### config.mk
export PLATFORM = sky130hd
export DESIGN_NAME = qhpc_yaw_terms
export DESIGN_NICKNAME = d
export VERILOG_FILES = /design/src/rtl/qhpc_pkg.sv /design/src/rtl/qhpc_yaw_terms.sv
export SDC_FILE = /design/constraint.sdc
export NUM_CORES = 2
export LEC_CHECK = 0
export BUFFER_PORTS_ARGS = -buffer_cell sky130_fd_sc_hd__buf_2
export CAP_MARGIN = 20
export CORE_MARGIN = 2
export CORE_UTILIZATION = 55
export DETAILED_ROUTE_END_ITERATION = 7
export HOLD_SLACK_MARGIN = 0.08
export PLACE_DENSITY_LB_ADDON = 0.25
export SYNTH_ARGS = -nofsm -noshare
export SYNTH_HDL_FRONTEND = slang
export SYNTH_SLANG_ARGS = --single-unit
export TNS_END_PERCENT = 30
### constraint.sdc
create_clock -name clk -period 12.5 [get_ports clk]
set_input_delay 1.25 -clock clk [delete_from_list [all_inputs] [get_ports clk]]
set_output_delay 1.25 -clock clk [all_outputs]
set_load 0.1 [all_outputs]
### src/rtl/qhpc_pkg.sv
// shared types and constants for the quaternion heading controller
// no dependencies; every other file depends on this package
package qhpc_pkg;

  // iterations of the vectoring cordic, capped at the angle table length
  localparam int CORDIC_STEPS = 16;
  localparam int ATAN_LEN     = 24;
  localparam int NSTEPS       = (CORDIC_STEPS > ATAN_LEN) ? ATAN_LEN : CORDIC_STEPS;

  // field widths
  localparam int QW       = 16;  // quaternion component, q1.15
  localparam int GAIN_W   = 15;  // gains, q3.12 unsigned
  localparam int HEAD_W   = 16;  // heading, q3.13
  localparam int SPEED_W  = 16;  // forward speed, q2.14
  localparam int TURN_W   = 15;  // turn rate, q4.11
  localparam int CFG_IW   = 2;
  localparam int CFG_DW   = 16;

  // internal widths
  localparam int PROD_W   = 2 * QW;   // one 16x16 product
  localparam int VW       = 38;       // cordic vector, covers gain growth of 2^34 inputs
  localparam int AW       = 20;       // cordic angle, radians q.16
  localparam int YAW_W    = 18;
  localparam int ERR_W    = 18;       // raw heading error before wrap
  localparam int TPROD_W  = 32;       // gain times wrapped error, q.25

  localparam logic signed [AW-1:0]     PI_Q16     = AW'(205887);
  localparam logic signed [ERR_W-1:0]  PI_Q13     = ERR_W'(25736);
  localparam logic signed [ERR_W-1:0]  TWO_PI_Q13 = ERR_W'(51472);
  localparam logic signed [TPROD_W-1:0] TURN_RND  = TPROD_W'(8192);
  localparam logic signed [YAW_W-1:0]  TURN_LIMIT = YAW_W'(10240);
  localparam logic [SPEED_W-1:0]       SPEED_LIMIT = SPEED_W'(16384);
  localparam logic signed [VW-1:0]     ONE_Q30    = VW'(64'sd1073741824);

  localparam logic [GAIN_W-1:0] LINEAR_GAIN_RST = GAIN_W'(3277);
  localparam logic [GAIN_W-1:0] TURN_GAIN_RST   = GAIN_W'(6144);
  localparam logic [HEAD_W-1:0] TARGET_RST      = '0;

  // atan(2^-i) in radians, q.16
  localparam logic signed [AW-1:0] ATAN_TAB [ATAN_LEN] = '{
    AW'(51472), AW'(30386), AW'(16055), AW'(8150), AW'(4091), AW'(2047),
    AW'(1024),  AW'(512),   AW'(256),   AW'(128),  AW'(64),   AW'(32),
    AW'(16),    AW'(8),     AW'(4),     AW'(2),    AW'(1),    AW'(0),
    AW'(0),     AW'(0),     AW'(0),     AW'(0),    AW'(0),    AW'(0)
  };

  typedef enum logic [CFG_IW-1:0] {
    REG_LINEAR_GAIN    = 2'd0,
    REG_TURN_GAIN      = 2'd1,
    REG_TARGET_HEADING = 2'd2
  } reg_idx_t;

  // one cordic pipeline slot
  typedef struct packed {
    logic                 vld;
    logic                 zero;  // yaw vector was exactly zero
    logic signed [VW-1:0] vx;
    logic signed [VW-1:0] vy;
    logic signed [AW-1:0] ang;
  } cvec_t;

endpackage

### src/rtl/qhpc_yaw_terms.sv
// yaw terms from the quaternion: products, then s/c and the half-plane pre-rotation
// depends on qhpc_pkg; feeds qhpc_cordic
module qhpc_yaw_terms (
  input  logic                            clk,
  input  logic                            rst,
  input  logic                            en,
  input  logic                            in_vld,
  input  logic signed [qhpc_pkg::QW-1:0]  qw,
  input  logic signed [qhpc_pkg::QW-1:0]  qx,
  input  logic signed [qhpc_pkg::QW-1:0]  qy,
  input  logic signed [qhpc_pkg::QW-1:0]  qz,
  output qhpc_pkg::cvec_t                 vec
);
  import qhpc_pkg::*;

  logic                     p_vld;
  logic signed [PROD_W-1:0] p_wz, p_xy, p_yy, p_zz;
  logic signed [VW-1:0]     s_w, c_w;
  cvec_t                    vec_next;

  // stage 1: the four products
  always_ff @(posedge clk) begin
    if (rst) begin
      p_vld <= 1'b0;
    end else if (en) begin
      p_vld <= in_vld;
    end
    if (en) begin
      p_wz <= PROD_W'(qw) * PROD_W'(qz);
      p_xy <= PROD_W'(qx) * PROD_W'(qy);
      p_yy <= PROD_W'(qy) * PROD_W'(qy);
      p_zz <= PROD_W'(qz) * PROD_W'(qz);
    end
  end

  // stage 2: s = 2(wz+xy), c = 1 - 2(y^2+z^2), folded into the right half plane
  always_comb begin
    s_w = (VW'(p_wz) + VW'(p_xy)) <<< 1;
    c_w = ONE_Q30 - ((VW'(p_yy) + VW'(p_zz)) <<< 1);
    vec_next.vld  = p_vld;
    vec_next.zero = (s_w == '0) && (c_w == '0);
    if (c_w < 0) begin
      vec_next.vx  = -c_w;
      vec_next.vy  = -s_w;
      vec_next.ang = (s_w >= 0) ? PI_Q16 : -PI_Q16;
    end else begin
      vec_next.vx  = c_w;
      vec_next.vy  = s_w;
      vec_next.ang = '0;
    end
  end

  always_ff @(posedge clk) begin
    if (rst) begin
      vec.vld <= 1'b0;
    end else if (en) begin
      vec.vld <= vec_next.vld;
    end
    if (en) begin
      vec.zero <= vec_next.zero;
      vec.vx   <= vec_next.vx;
      vec.vy   <= vec_next.vy;
      vec.ang  <= vec_next.ang;
    end
  end

endmodule

==> run_results.csv <==
group,metric,value,unit
status,outcome,"complete, no violations",
global_routing,met1_usage,0.336,
global_routing,grt_usage,0.260,
yosys,yosysMostFrequentCell,"inv_1",
global_routing,grt_pass1_vias,37900,
cts,clock_sinks,206,
cts,cts_resized,0,
yosys,netlist_instances,5238,
sta,min_period_over_period,0.640,
global_routing,grt_pass1_wl,193000,um
place,gp_congestion,0.923,
floorplanning,ios,166,
place,port_buffers,163,
floorplanning,die_h,305,um
sta,grt_setup_unrepaired,"false",
layout,drive_gt1_frac,0.0541,
floorplanning,rows,110,
worst_setup_path,slowest_stage,"buf_2",
floorplanning,core_area,0.0899,mm^2
route,wl,116000,um
layout,num-nets-final,6732,
sta,fin_skew,0.0291,ns
sta,fin_setup_tns,0,ns
sta,period_needed,8.00,ns
worst_setup_path,critPathArrivalTime,8.28,ns
yosys,synth_area_leaders,"fa_1 40%, edfxtp_1 12%, ha_1 10%, inv_1 9.4%, and2_1 4.1%",
global_routing,grt.busiest_layer,"met2",
yosys,synth-edff-count,204,
route,detail_route.first_pass.iterations,6,
route,route.detailed.drc,0,
worst_setup_path,worstSetupEndpointType,"flop",
global_routing,antenna_found_initial,3,
floorplanning,start_util,0.554,
global_routing,grt_util_met3,0.0333,
cts,cts-root-buf,"clkbuf_16",
hold_path,hold_path.class,"reg2reg",
layout,final_core_util,0.580,
route,first_iter_violations,2125,
floorplanning,die_area,0.0929,mm^2
worst_setup_path,cp_cell_sequence,"buf_2, nand2_1, fa_1, fa_1, fa_1, inv_1, fa_1, fa_1, inv_1, fa_1, inv_1, ha_1, a21o_1, a221o_1, a21oi_1, o21ai_0, a41oi_1, a211o_1, a31oi_1, a41oi_1, a21oi_1, o21a_1, nor2_1, xnor2_1",
yosys,yosys_warnings,0,
global_routing,grtUsageMet2,0.463,
global_routing,grt_max_degree,87,
route,avgRoutedWirePerCell,17.9,um
yosys,ys_seq_area_frac,0.124,
cts,clock_latency,0.56,ns
sta,finalMaxSlewViolations,0,
cts,hold_buffers,0,
yosys,avgSynthCellArea,9.51,um^2
yosys,ys_seq_elements,206,
sta,worst_pin_slew,1.02,ns
yosys,synth.top_cell.area_share,0.399,
place,dp_hpwl,92800,um
sta,finalSetupViolCount,0,
yosys,async_flop_share,0,
worst_setup_path,cp-start-kind,"primary input",
cts,h-tree-depth,1,
cts,numCtsBuffers,23,
route,dr_total_vias,35200,
worst_setup_path,path_class,"in2reg",
worst_setup_path,max_stage_delay,0.61,ns
worst_setup_path,cpMostUsedCell,"fa_1",
yosys,synthDistinctLibCells,102,
yosys,syn_area,0.0498,mm^2
worst_setup_path,path_max_fanout,32,
yosys,ys.flop_type,"edfxtp_1",
worst_setup_path,path_delay_family,"adder cells",
cts,cts_tree,"built",
yosys,ys_top_cells_by_count,"1,246 x inv_1, 993 x fa_1, 491 x nand2_1",
cts,clkTransAtPathRegs,0.06,ns
sta,hold_viol_final,0,
cts,postCtsSetupBuffers,0,
run,cap_violations,0,
floorplanning,chipWidth,305,um
sta,fmax,0.125,GHz
worst_setup_path,cp_num_buf_inv,4,
layout,n_antenna_cell,0,
cts,cts_buffer_depth,3,
worst_setup_path,required,12.78,ns
route,vias_per_cell,5.47,
sta,slew_headroom,0.303,
global_routing,grt_overflow,0,
route,postRouteAntennaNets,0,
yosys,yosysTopAreaCell,"fa_1",
layout,syn_to_final_growth,4.78,%
==> cell type report <==
type                       instances  area, um^2
multi-input combinational       3599       38100
fill                            7829       37700
sequential                       206        6170
inverter                        1250        4690
tap                             1176        1470
timing repair buffer             175         955
clock buffer                      26         587
clock inverter                    13         160
==> cells by family after synthesis <==
| logic type | Yosys count | share of synthesized area |
|---|---|---|
| buffers and inverters | 1438 | 0.111 |
| adders and majority gates | 1409 | 0.504 |
| and+or+nand+nor | 1355 | 0.135 |
| AOI/OAI and AO/OA | 534 | 0.0741 |
| xor gates and xnor gates | 284 | 0.0503 |
| DFF | 206 | 0.124 |
| muxes | 11 | 0.00221 |
| other | 1 | 0.0000753 |
==> metrics by stage <==
stage / cells / hold slack (ns) / cell area, um^2 / setup WS [ns]
3_3_place_gp: 6404 / 0.474 / 51400 / 4.10
6_report: 6445 / 0.503 / 52200 / 4.50
3_5_place_dp: 6404 / 0.491 / 51400 / 4.02
5_1_grt: 6445 / 0.551 / 52200 / 4.11
4_1_cts: 6443 / 0.506 / 52100 / 4.60
2_1_floorplan: 5243 / 0.460 / 49800 / 4.90
==> cell usage in the layout, fill, tap and decap left out, types with 146 or more instances in the layout <==
| master | n |
|---|---|
| ha_1 | 416 |
| edfxtp_1 | 204 |
| and2_1 | 330 |
| nand2_1 | 491 |
| inv_1 | 1246 |
| xnor2_1 | 208 |
| nor2_1 | 203 |
| buf_2 | 162 |
| a21oi_1 | 146 |
| fa_1 | 993 |
==> sequential cells by signal (all words and copies together) (netlist names) <==
signal	flops
p_zz	31
vec	79
p_xy	32
p_vld	1
p_wz	32
p_yy	31
==> per-layer routing <==
metal  part of all wire  vias up
met5                  0        -
met4              0.025        0
met3              0.063      180
met2               0.51     1117
met1               0.40    17900
li1                   -    16100
==> final timing paths <==
| path | from | end | slack [ns] | depth (start not counted) |
|---|---|---|---|---|
| worst min register to register | vec[97]$_SDFFE_PP0P_ | vec[97]$_SDFFE_PP0P_ | 0.50 | 2 |
| worst max register to register | p_zz[10]$_DFFE_PP_ | vec[84]$_DFFE_PP_ | 6.59 | 14 |
| worst min-delay path | vec[97]$_SDFFE_PP0P_ | vec[97]$_SDFFE_PP0P_ | 0.50 | 2 |
| worst max-delay path | qy[3] | p_yy[31]$_DFFE_PP_ | 4.50 | 24 |
==> tightest hold or removal path, delay by kind of cell, from the launching register on <==
kind,cells,cell delay (ns)
mux,1,0.07
flops,1,0.32
simple gates,1,0.08
Power is left out: the tool's default activity adds up to more than one toggle a clock period on the data nets, which glitch-free logic cannot reach.
