<file path="src/rtl/qhpc_pkg.sv">
// shared types and constants for the quaternion heading controller
// no dependencies; every other file depends on this package
package qhpc_pkg;

  // iterations of the vectoring cordic, capped at the angle table length
  localparam int CORDIC_STEPS = 16;
  localparam int ATAN_LEN     = 24;
  localparam int NSTEPS       = (CORDIC_STEPS > ATAN_LEN) ? ATAN_LEN : CORDIC_STEPS;

  // field widths
  localparam int QW       = 16;  // quaternion component, q1.15
  localparam int GAIN_W   = 15;  // gains, q3.12 unsigned
  localparam int HEAD_W   = 16;  // heading, q3.13
  localparam int SPEED_W  = 16;  // forward speed, q2.14
  localparam int TURN_W   = 15;  // turn rate, q4.11
  localparam int CFG_IW   = 2;
  localparam int CFG_DW   = 16;

  // internal widths
  localparam int PROD_W   = 2 * QW;   // one 16x16 product
  localparam int VW       = 38;       // cordic vector, covers gain growth of 2^34 inputs
  localparam int AW       = 20;       // cordic angle, radians q.16
  localparam int YAW_W    = 18;
  localparam int ERR_W    = 18;       // raw heading error before wrap
  localparam int TPROD_W  = 32;       // gain times wrapped error, q.25

  localparam logic signed [AW-1:0]     PI_Q16     = AW'(205887);
  localparam logic signed [ERR_W-1:0]  PI_Q13     = ERR_W'(25736);
  localparam logic signed [ERR_W-1:0]  TWO_PI_Q13 = ERR_W'(51472);
  localparam logic signed [TPROD_W-1:0] TURN_RND  = TPROD_W'(8192);
  localparam logic signed [YAW_W-1:0]  TURN_LIMIT = YAW_W'(10240);
  localparam logic [SPEED_W-1:0]       SPEED_LIMIT = SPEED_W'(16384);
  localparam logic signed [VW-1:0]     ONE_Q30    = VW'(64'sd1073741824);

  localparam logic [GAIN_W-1:0] LINEAR_GAIN_RST = GAIN_W'(3277);
  localparam logic [GAIN_W-1:0] TURN_GAIN_RST   = GAIN_W'(6144);
  localparam logic [HEAD_W-1:0] TARGET_RST      = '0;

  // atan(2^-i) in radians, q.16
  localparam logic signed [AW-1:0] ATAN_TAB [ATAN_LEN] = '{
    AW'(51472), AW'(30386), AW'(16055), AW'(8150), AW'(4091), AW'(2047),
    AW'(1024),  AW'(512),   AW'(256),   AW'(128),  AW'(64),   AW'(32),
    AW'(16),    AW'(8),     AW'(4),     AW'(2),    AW'(1),    AW'(0),
    AW'(0),     AW'(0),     AW'(0),     AW'(0),    AW'(0),    AW'(0)
  };

  typedef enum logic [CFG_IW-1:0] {
    REG_LINEAR_GAIN    = 2'd0,
    REG_TURN_GAIN      = 2'd1,
    REG_TARGET_HEADING = 2'd2
  } reg_idx_t;

  // one cordic pipeline slot
  typedef struct packed {
    logic                 vld;
    logic                 zero;  // yaw vector was exactly zero
    logic signed [VW-1:0] vx;
    logic signed [VW-1:0] vy;
    logic signed [AW-1:0] ang;
  } cvec_t;

endpackage

</file>
<file path="src/rtl/qhpc_steer.sv">
// heading error, wrap to [-pi, pi), gain multiply, rounding and clamp
// depends on qhpc_pkg; last stage is the command output register
module qhpc_steer (
  input  logic                                clk,
  input  logic                                rst,
  input  logic                                en,
  input  qhpc_pkg::cvec_t                     vec,
  input  logic [qhpc_pkg::GAIN_W-1:0]         turn_gain,
  input  logic signed [qhpc_pkg::HEAD_W-1:0]  target_heading,
  output logic                                out_vld,
  output logic signed [qhpc_pkg::TURN_W-1:0]  turn_rate,
  output logic                                turn_saturated
);
  import qhpc_pkg::*;

  logic                      e_vld, w_vld, m_vld;
  logic signed [YAW_W-1:0]   yaw;
  logic signed [ERR_W-1:0]   err, err_next;
  logic signed [HEAD_W-1:0]  werr, werr_next;
  logic signed [TPROD_W-1:0] tprod, rnd;
  logic signed [YAW_W-1:0]   turn;

  // yaw rounded from q.16 to q3.13; zero vector reads as zero yaw
  always_comb begin
    yaw      = vec.zero ? '0 : YAW_W'((AW'(vec.ang) + AW'(4)) >>> 3);
    err_next = ERR_W'(target_heading) - ERR_W'(yaw);
  end

  // error stays within one turn of the range, so one correction suffices
  always_comb begin
    priority if (err >= PI_Q13) begin
      werr_next = HEAD_W'(err - TWO_PI_Q13);
    end else if (err < -PI_Q13) begin
      werr_next = HEAD_W'(err + TWO_PI_Q13);
    end else begin
      werr_next = HEAD_W'(err);
    end
  end

  always_comb begin
    rnd  = tprod + TURN_RND;
    turn = YAW_W'(rnd >>> 14);
  end

  always_ff @(posedge clk) begin
    if (rst) begin
      e_vld   <= 1'b0;
      w_vld   <= 1'b0;
      m_vld   <= 1'b0;
      out_vld <= 1'b0;
    end else if (en) begin
      e_vld   <= vec.vld;
      w_vld   <= e_vld;
      m_vld   <= w_vld;
      out_vld <= m_vld;
    end
    if (en) begin
      err   <= err_next;
      werr  <= werr_next;
      tprod <= TPROD_W'($signed({1'b0, turn_gain})) * TPROD_W'(werr);
      priority if (turn > TURN_LIMIT) begin
        turn_rate      <= TURN_W'(TURN_LIMIT);
        turn_saturated <= 1'b1;
      end else if (turn < -TURN_LIMIT) begin
        turn_rate      <= TURN_W'(-TURN_LIMIT);
        turn_saturated <= 1'b1;
      end else begin
        turn_rate      <= TURN_W'(turn);
        turn_saturated <= 1'b0;
      end
    end
  end

endmodule
</file>
<file path="config.mk">
export PLATFORM = sky130hd
export DESIGN_NAME = qhpc_steer
export DESIGN_NICKNAME = d
export VERILOG_FILES = /design/src/rtl/qhpc_pkg.sv /design/src/rtl/qhpc_steer.sv
export SDC_FILE = /design/constraint.sdc
export NUM_CORES = 1
export LEC_CHECK = 0
export BUFFER_PORTS_ARGS = -buffer_cell sky130_fd_sc_hd__buf_4
export CORE_ASPECT_RATIO = 1.25
export CORE_MARGIN = 3
export CORE_UTILIZATION = 45
export CTS_BUF_LIST = sky130_fd_sc_hd__clkbuf_4
export DETAILED_ROUTE_END_ITERATION = 10
export MAX_ROUTING_LAYER = met4
export PLACE_DENSITY_LB_ADDON = 0.25
export SYNTH_ARGS = -nofsm -noshare
export SYNTH_HDL_FRONTEND = slang
export SYNTH_SLANG_ARGS = --single-unit
</file>
<file path="constraint.sdc">
create_clock -name clk -period 7.26 [get_ports clk]
set_clock_uncertainty 0.1 [all_clocks]
set_input_delay 1.452 -clock clk [delete_from_list [all_inputs] [get_ports clk]]
set_output_delay 1.452 -clock clk [all_outputs]
set_load 0.02 [all_outputs]
</file>
==> impl_metrics.json, run 1 <==
{
  "outcome": "finished, final reports clean",
  "register_area_sq_um": 2152,
  "synth_edf_count": 69,
  "clkTransAtPathRegs_ns": 0.11,
  "firstDrtPassIters": 4,
  "cp_max_fo": 7,
  "postCtsSetupBuffers": 0,
  "syn_area_sq_um": 12370,
  "busiest_layer": "met2",
  "crit_chain": "buf_4, buf_4, and2_1, fa_1, inv_1, fa_1, fa_1, inv_1, fa_1, fa_1, inv_1, fa_1, inv_1, ha_1, o21a_1, o21a_1, o221ai_1, nor3_1, buf_4, o21a_1, o31ai_1, xnor2_1",
  "path_delay_family": "adder cells",
  "grt_pass1_wl_mm": 45.08,
  "rsz0062_at_grt": "false",
  "grt_antenna_before_repair": 1,
  "synthToLayoutAreaGrowth_pct": 11.28,
  "post-route-min-period_ns": 6.984,
  "initial_core_util": 0.4595,
  "fillCellCount": 2520,
  "setup_viol": 0,
  "worst_pin_slew_ns": 0.9057,
  "yosysUniqueCellTypes": 69,
  "slew_viol_final": 0,
  "grtUsageMet3": 0.02514,
  "vias": 9016,
  "required_ns": 7.34,
  "fin_tns_setup_ns": 0,
  "routed_wl_mm": 26.04,
  "crit_arrival_ns": 7.07,
  "synth.avg_cell_area_sq_um": 9.519,
  "final_core_util": 0.5114,
  "crit_type": "in -> reg",
  "nets": 1851,
  "pre_cts_ws_ns": -0.2254,
  "setup_ws_ns": 0.2757,
  "synth.ff_latch_count": 73,
  "grt.total_usage": 0.1924,
  "multiInputGateArea_sq_um": 9205,
  "ant_nets": 0,
  "routedWlPerCell_microns": 14.88,
  "synth_flop_cell": "edfxtp_1",
  "ys_warn_count": 0,
  "synth_area_leader_cell": "fa_1",
  "placementRows": 67,
  "async_reset_ff_frac": 0,
  "clockBufferDepth": 2,
  "worst_path_most_repeated_cell": "fa_1",
  "core-area_sq_um": 26910,
  "ys_top_cells_by_area": "fa_1 29%, edfxtp_1 17%, ha_1 14%",
  "drive_gt1_frac": 0.1154,
  "cts_tree": "yes",
  "period_share": 0.9620,
  "grt_pass1_vias": 9543,
  "cts_root_buf": "clkbuf_4",
  "numCtsBuffers": 9,
  "ios": 149,
  "syn-num-nets": 1751,
  "drt_iter0_markers": 377,
  "ys_seq_area_frac": 0.1740,
  "maxCapViolCount": 0,
  "gp_congestion": 0.8839,
  "cpPeakStageDelay_ns": 0.57,
  "drcViolationCount": 0,
  "crit_path_end_kind": "flop",
  "hold_viol": 0,
  "min_path_type": "reg -> reg",
  "hpwl_mm": 21.89,
  "synth.top_cell.area_share": 0.2914,
  "fmax_mhz": 143.2,
  "die_area_sq_um": 29520,
  "io_buffers": 70,
  "synthCells": 1299,
  "die_w_microns": 154.3,
  "worst_skew_pair.late_latency_ns": 0.42,
  "crit_path_top_delay_cell": "fa_1",
  "critPathBufInv": 7,
  "grt_start_max_net_pins": 74,
  "grt_overflow": 0,
  "die_y_microns": 191.3,
  "grt_use_met2": 0.3317,
  "htree_levels": 3,
  "use_met1": 0.2372,
  "viasPerCell": 5.152,
  "slew_headroom": 0.3962,
  "cts.sinks": 73,
  "start_kind": "input pin"
}
## area by class of cell
| type | count | area share |
|---|---|---|
| repair buffers | 129 | 0.07310 |
| clock buffers | 11 | 0.006001 |
| inverters | 228 | 0.06219 |
| well taps | 345 | 0.03137 |
| multi-input cells | 958 | 0.6689 |
| diodes | 1 | 0.0001819 |
| flip-flops and latches | 73 | 0.1564 |
| clock inverters | 5 | 0.001819 |
## placed cells by master (no fill, tap or decap), types with 4 or more instances in the layout
cell type,count
inv_1,226
o21a_1,9
edfxtp_1,69
o31ai_1,4
nand4_1,12
clkbuf_4,11
and4_1,4
or3_1,5
and2_1,109
a21oi_1,26
a31oi_1,8
xnor2_1,47
nand2b_1,23
dfxtp_1,4
nor2b_1,23
xor2_1,20
buf_4,126
nor2_1,44
o21ai_0,29
nand2_1,150
nand3_1,18
a211oi_1,4
fa_1,180
and3_1,7
o21bai_1,4
ha_1,140
o21ai_1,4
a21o_1,14
nor3_1,12
mux2i_1,5
## cells by family (layout without fill, tap and decap cells)
| group | count (synthesis) | after routing | share of synthesized area |
|---|---|---|---|
| other | 0 | 1 | 0 |
| AO/OA/AOI/OAI | 140 | 140 | 0.07660 |
| flip-flops | 73 | 73 | 0.1740 |
| buffers and inverters | 268 | 373 | 0.08216 |
| AND/OR/NAND/NOR | 423 | 423 | 0.1795 |
| multiplexers | 7 | 7 | 0.005869 |
| adder cells (fa/ha/maj) | 320 | 320 | 0.4331 |
| XOR/XNOR | 68 | 68 | 0.04877 |
## cells in the mapped netlist (5+ instances only)
cell type,instances
a21o_1,14
a21oi_1,26
a31oi_1,8
and2_1,109
and3_1,7
clkbuf_1,36
edfxtp_1,69
fa_1,180
ha_1,140
inv_1,226
mux2i_1,5
nand2_1,150
nand2b_1,23
nand3_1,18
nand4_1,12
nor2_1,44
nor2b_1,23
nor3_1,12
o21a_1,9
o21ai_0,30
or3_1,5
xnor2_1,47
xor2_1,20
## state kept, by name (all words and copies together), names as in the netlist
name,flops
e_vld,1
m_vld,1
out_vld,1
turn_saturated,1
werr,16
tprod,19
turn_rate,15
w_vld,1
err,18
## metrics by stage
stage          area (sq um)  hold slack [ns]  cells
3_3_place_gp          13640           0.3036   1733
2_1_floorplan         12370           0.3003   1299
5_1_grt               13760           0.3468   1750
6_report              13760           0.3271   1750
3_5_place_dp          13640           0.3045   1733
4_1_cts               13750           0.3287   1749
## metal layers
layer / share of wire / up-vias
li1: - / 4373
met1: 0.42 / 4480
met2: 0.52 / 132
met3: 0.032 / 31
met4: 0.023 / 0
met5: 0 / -
## path summary, 6_finish.rpt
path,slack [ns],cells after the start,from,endpoint
setup / recovery,0.28,22,turn_gain[10],tprod[31]
hold / removal,0.33,0,err[1],werr[1]
setup reg to reg,0.69,21,werr[6],tprod[31]
hold reg to reg,0.33,0,err[1],werr[1]
## repair_timing
item | 4_1_cts | 5_1_grt
gates resized for setup | 0 | 2
hold buffers | 0 | 0
setup endpoints to repair | 0 | 1
Power of run 1 is not shown: default switching activity piles up to over one toggle a cycle in this logic, so the estimate is an artifact.
==> run 2: changes to the inputs <==
Settings changed: CORE_UTILIZATION 45 to 56, SETUP_SLACK_MARGIN set to 0.5.
==> run 2 against run 1 <==
  * Register-to-register slack improved by 0.30 ns
  * Critical path depth shrank 1
  * Worst setup slack improved by 0.35 ns
==> impl_metrics.json, run 2 (synthesis gave the netlist of run 1 again) <==
{
  "rsz0062_at_grt": "false",
  "required_ns": 7.43,
  "cts_root_buf": "clkbuf_4",
  "outcome": "finished, final reports clean",
  "worst_skew_pair.late_latency_ns": 0.44,
  "synthToLayoutAreaGrowth_pct": 11.40,
  "largest_reg_flops": 19,
  "gp_congestion": 0.9290,
  "die_area_sq_um": 23910,
  "drt_iter0_markers": 431,
  "clockBufferDepth": 2,
  "maxCapViolCount": 0,
  "crit_path_top_delay_cell": "fa_1",
  "vias": 9103,
  "die_y_microns": 172.1,
  "top_register": "tprod",
  "crit_chain": "buf_4, buf_12, and2_1, fa_1, inv_1, fa_1, inv_1, fa_1, fa_1, fa_1, inv_1, fa_1, inv_1, ha_4, o21a_1, o21a_1, o221ai_4, nor3_4, o2111a_2, nand2b_4, o311ai_4",
  "grt_antenna_before_repair": 1,
  "slew_headroom": 0.3714,
  "clkTransAtPathRegs_ns": 0.12,
  "initial_core_util": 0.5719,
  "min-delay-start": "err[1]",
  "fillCellCount": 1804,
  "grt.total_usage": 0.2342,
  "core-area_sq_um": 21620,
  "worst_pin_slew_ns": 0.9428,
  "start_kind": "input pin",
  "reg2reg_slack_ns": 0.99,
  "hold_viol": 0,
  "min_path_type": "reg -> reg",
  "cts_hold_buf": 0,
  "grt_pass1_vias": 9415,
  "layout_commonest_cell": "inv_1",
  "reg.largest.list": "tprod x19, err x18, werr x16",
  "cts.sinks": 73,
  "viasPerCell": 5.520,
  "grt_overflow": 0,
  "period_share": 0.9135,
  "path_delay_family": "adder cells",
  "numCtsBuffers": 9,
  "crit_type": "in -> reg",
  "routed_wl_mm": 26.30,
  "r2r_start": "werr[12]",
  "critPathBufInv": 6,
  "startpoint": "turn_gain[5]",
  "ios": 149,
  "crit_arrival_ns": 6.80,
  "final_core_util": 0.6372,
  "cp_max_fo": 6,
  "worst_path_most_repeated_cell": "fa_1",
  "stdcell_count": 1649,
  "die_w_microns": 138.9,
  "place_inst": 1628,
  "crit_path_end_kind": "flop",
  "fmax_mhz": 150.8,
  "grt_start_max_net_pins": 74,
  "io_buffers": 70,
  "placementRows": 60,
  "firstDrtPassIters": 8,
  "post-route-min-period_ns": 6.632,
  "ant_nets": 0,
  "htree_levels": 3,
  "drcViolationCount": 0,
  "drive_gt1_frac": 0.1199,
  "hpwl_mm": 21.04,
  "cts_tree": "yes",
  "grt_pass1_wl_mm": 44.20,
  "slew_viol_final": 0,
  "cpPeakStageDelay_ns": 0.56,
  "routedWlPerCell_microns": 15.95,
  "most-common-layout-cells": "224 x inv_1, 172 x fa_1, 150 x nand2_1, 130 x ha_1, 108 x and2_1",
  "setup_viol": 0,
  "nets": 1815
}
[run 2: stage by stage]
| stage | hold WS [ns] | setup WS, ns | setup TNS, ns | instance area (sq um) |
|---|---|---|---|---|
| after global placement | 0.3073 | 0.07355 | 0 | 13340 |
| after detailed placement | 0.3105 | -0.09811 | -0.1064 | 13340 |
| final | 0.3345 | 0.6281 | 0 | 13780 |
| after floorplan | 0.3003 | 0.5044 | 0 | 12460 |
| after CTS | 0.3386 | 0.5012 | 0 | 13510 |
| after global routing | 0.3517 | 0.4288 | 0 | 13780 |
[run 2: worst paths after layout]
kind                    end  cells past startpoint
setup reg to reg  tprod[30]                     18
hold reg to reg     werr[1]                      0
setup / recovery  tprod[30]                     21
hold / removal      werr[1]                      0
[run 2: worst reg2reg max path, stage by stage, from the launching register on]
cell	delay (ns)
edfxtp_1	0.79
nand2_1	0.20
fa_2	0.60
inv_1	0.05
fa_1	0.47
fa_1	0.58
fa_1	0.44
fa_1	0.49
inv_1	0.05
fa_1	0.56
inv_1	0.08
ha_4	0.26
o21a_1	0.19
o21a_1	0.22
o221ai_4	0.22
nor3_4	0.09
o2111a_2	0.31
nand2b_4	0.16
o311ai_4	0.26
[run 2: repair_timing]
item / CTS / global route
pin swaps: 1 / 39
cloned: 0 / 1
gates resized for setup: 2 / 46
endpoints found under the setup margin: 2 / 10
buffers inserted: 0 / 2
[run 2: cell type report]
| type | count | area [sq um] | share of cell area |
|---|---|---|---|
| clock buffers | 9 | 67.56 | 0.004905 |
| inverters | 228 | 855.8 | 0.06213 |
| diodes | 2 | 5.005 | 0.0003633 |
| repair buffers | 93 | 794.5 | 0.05767 |
| clock inverters | 7 | 93.84 | 0.006812 |
| multi-input cells | 958 | 9458 | 0.6866 |
| well taps | 279 | 349.1 | 0.02534 |
| flip-flops and latches | 73 | 2152 | 0.1562 |
[run 2: routing by layer]
metal,wire [microns],vias up,track usage
li1,-,4303,-
met1,10360,4528,0.2720
met2,14150,220,0.4312
met3,1053,52,0.02268
met4,728,0,0.07447
met5,0,-,-
Power of run 2 is left out for the same reason.
==> run 3: changes to the inputs <==
Settings changed: PLACE_DENSITY_LB_ADDON 0.25 to 0.15.
==> run 3 against run 2 <==
  * Via count up 0.18%
  * First-iteration DRC count up 9.3%
  * Critical path type unchanged
  * Hold slack better by 0.0014 ns
  * Critical endpoint unchanged
  * Clock-buffer cell count unchanged
  * Largest cell class unchanged
  * Fmax down 0.34%
  * Highest routed layer unchanged
  * Cell count down 0.42%
  * Wire length up 2.5%
  * Cell area down 2.1%
==> impl_metrics.json, run 3 (synthesis gave the netlist of run 1 again) <==
{
  "min_path_type": "reg -> reg",
  "outcome": "finished, final reports clean",
  "start_kind": "input pin",
  "fmax_mhz": 150.3,
  "post-route-min-period_ns": 6.654,
  "slew_viol_final": 0,
  "cts_root_buf": "clkbuf_4",
  "core-area_sq_um": 21620,
  "maxCapViolCount": 0,
  "crit_path_top_delay_cell": "fa_1",
  "reg.largest.list": "tprod x19, err x18, werr x16",
  "crit_arrival_ns": 6.76,
  "nets": 1809,
  "required_ns": 7.37,
  "endpoint": "tprod[30]",
  "rr_endpoint": "tprod[30]",
  "reg2reg_slack_ns": 0.89,
  "die_w_microns": 138.9,
  "grt_antenna_before_repair": 1,
  "grt_overflow": 0,
  "routed_wl_mm": 26.96,
  "ant_nets": 0,
  "fin_tns_setup_ns": 0,
  "clockBufferDepth": 2,
  "top_register": "tprod",
  "r2r_start": "werr[4]",
  "placementRows": 60,
  "grt_pass1_wl_mm": 45.46,
  "routedWlPerCell_microns": 16.42,
  "hold_viol": 0,
  "io_buffers": 70,
  "drive_gt1_frac": 0.1057,
  "rr_worst_depth": 19,
  "firstDrtPassIters": 5,
  "hpwl_mm": 21.37,
  "synthToLayoutAreaGrowth_pct": 9.107,
  "ios": 149,
  "worst_path_most_repeated_cell": "fa_1",
  "htree_levels": 3,
  "period_share": 0.9166,
  "startpoint": "turn_gain[7]",
  "die_y_microns": 172.1,
  "clkTransAtPathRegs_ns": 0.14,
  "cts_tree": "yes",
  "layout_commonest_cell": "inv_1",
  "grt_start_max_net_pins": 74,
  "grt_pass1_vias": 9577,
  "setup_viol": 0,
  "vias": 9119,
  "rsz0062_at_grt": "false",
  "drt_iter0_markers": 471,
  "path_delay_family": "adder cells",
  "critPathBufInv": 3,
  "worst_pin_slew_ns": 0.9388,
  "crit_cells": 18,
  "die_area_sq_um": 23910,
  "crit_type": "in -> reg",
  "worst_skew_pair.late_latency_ns": 0.47,
  "drcViolationCount": 0,
  "grt.total_usage": 0.2436,
  "cp_max_fo": 12,
  "crit_chain": "buf_4, buf_4, nand2_1, fa_1, inv_1, fa_1, fa_1, fa_1, fa_1, fa_1, ha_1, nand2_1, o21ai_2, o221ai_4, nor3_2, o2111a_2, nand2b_4, o311ai_1",
  "slew_headroom": 0.3741,
  "numCtsBuffers": 9,
  "most-common-layout-cells": "226 x inv_1, 178 x fa_1, 150 x nand2_1, 135 x ha_1, 107 x and2_1",
  "viasPerCell": 5.554,
  "initial_core_util": 0.5719,
  "cpPeakStageDelay_ns": 0.54,
  "cts.sinks": 73,
  "gp_congestion": 0.8564,
  "whs_ns": 0.3359,
  "crit_path_end_kind": "flop",
  "largest_reg_flops": 19
}
run 3: metrics by stage:
| step | utilization | setup slack (ns) | instances | area (sq um) |
|---|---|---|---|---|
| 6_report | 0.6240 | 0.6057 | 1642 | 13490 |
| 5_1_grt | 0.6240 | 0.4425 | 1642 | 13490 |
| 4_1_cts | 0.6201 | 0.5245 | 1641 | 13410 |
| 3_5_place_dp | 0.6142 | 0.01803 | 1625 | 13280 |
| 3_3_place_gp | 0.6142 | 0.05682 | 1625 | 13280 |
| 2_1_floorplan | - | 0.5044 | 1299 | 12460 |
run 3: how the worst min path moves through the flow:
stage	start	to	slack, ns	depth (start not counted)
4_1_cts	err[0]	werr[0]	0.34	0
3_3_place_gp	err[1]	werr[1]	0.30	0
5_1_grt	err[0]	werr[0]	0.35	0
6_report	err[0]	werr[0]	0.34	0
3_5_place_dp	err[0]	werr[0]	0.30	0
2_1_floorplan	err[0]	werr[0]	0.30	0
run 3: timing repair:
item,in CTS,in global routing
hold buffers,0,0
setup endpoints to repair,0,10
buffers inserted,0,0
gates resized for setup,0,18
run 3: area by class of cell:
type	count	area, sq um
fill	1884	8129
inverter	228	855.8
antenna	1	2.502
sequential	73	2152
multi-input combinational	958	9344
clock inverter	7	60.06
tap	279	349.1
timing repair buffer	87	660.6
clock buffer	9	67.56
run 3: layer usage:
layer,GRT usage,vias up,share of wire
met5,-,-,0
met4,0.1077,0,0.040
met3,0.02517,78,0.039
met2,0.4432,249,0.54
met1,0.2733,4500,0.39
li1,-,4292,-
Power of run 3 is left out for the same reason.
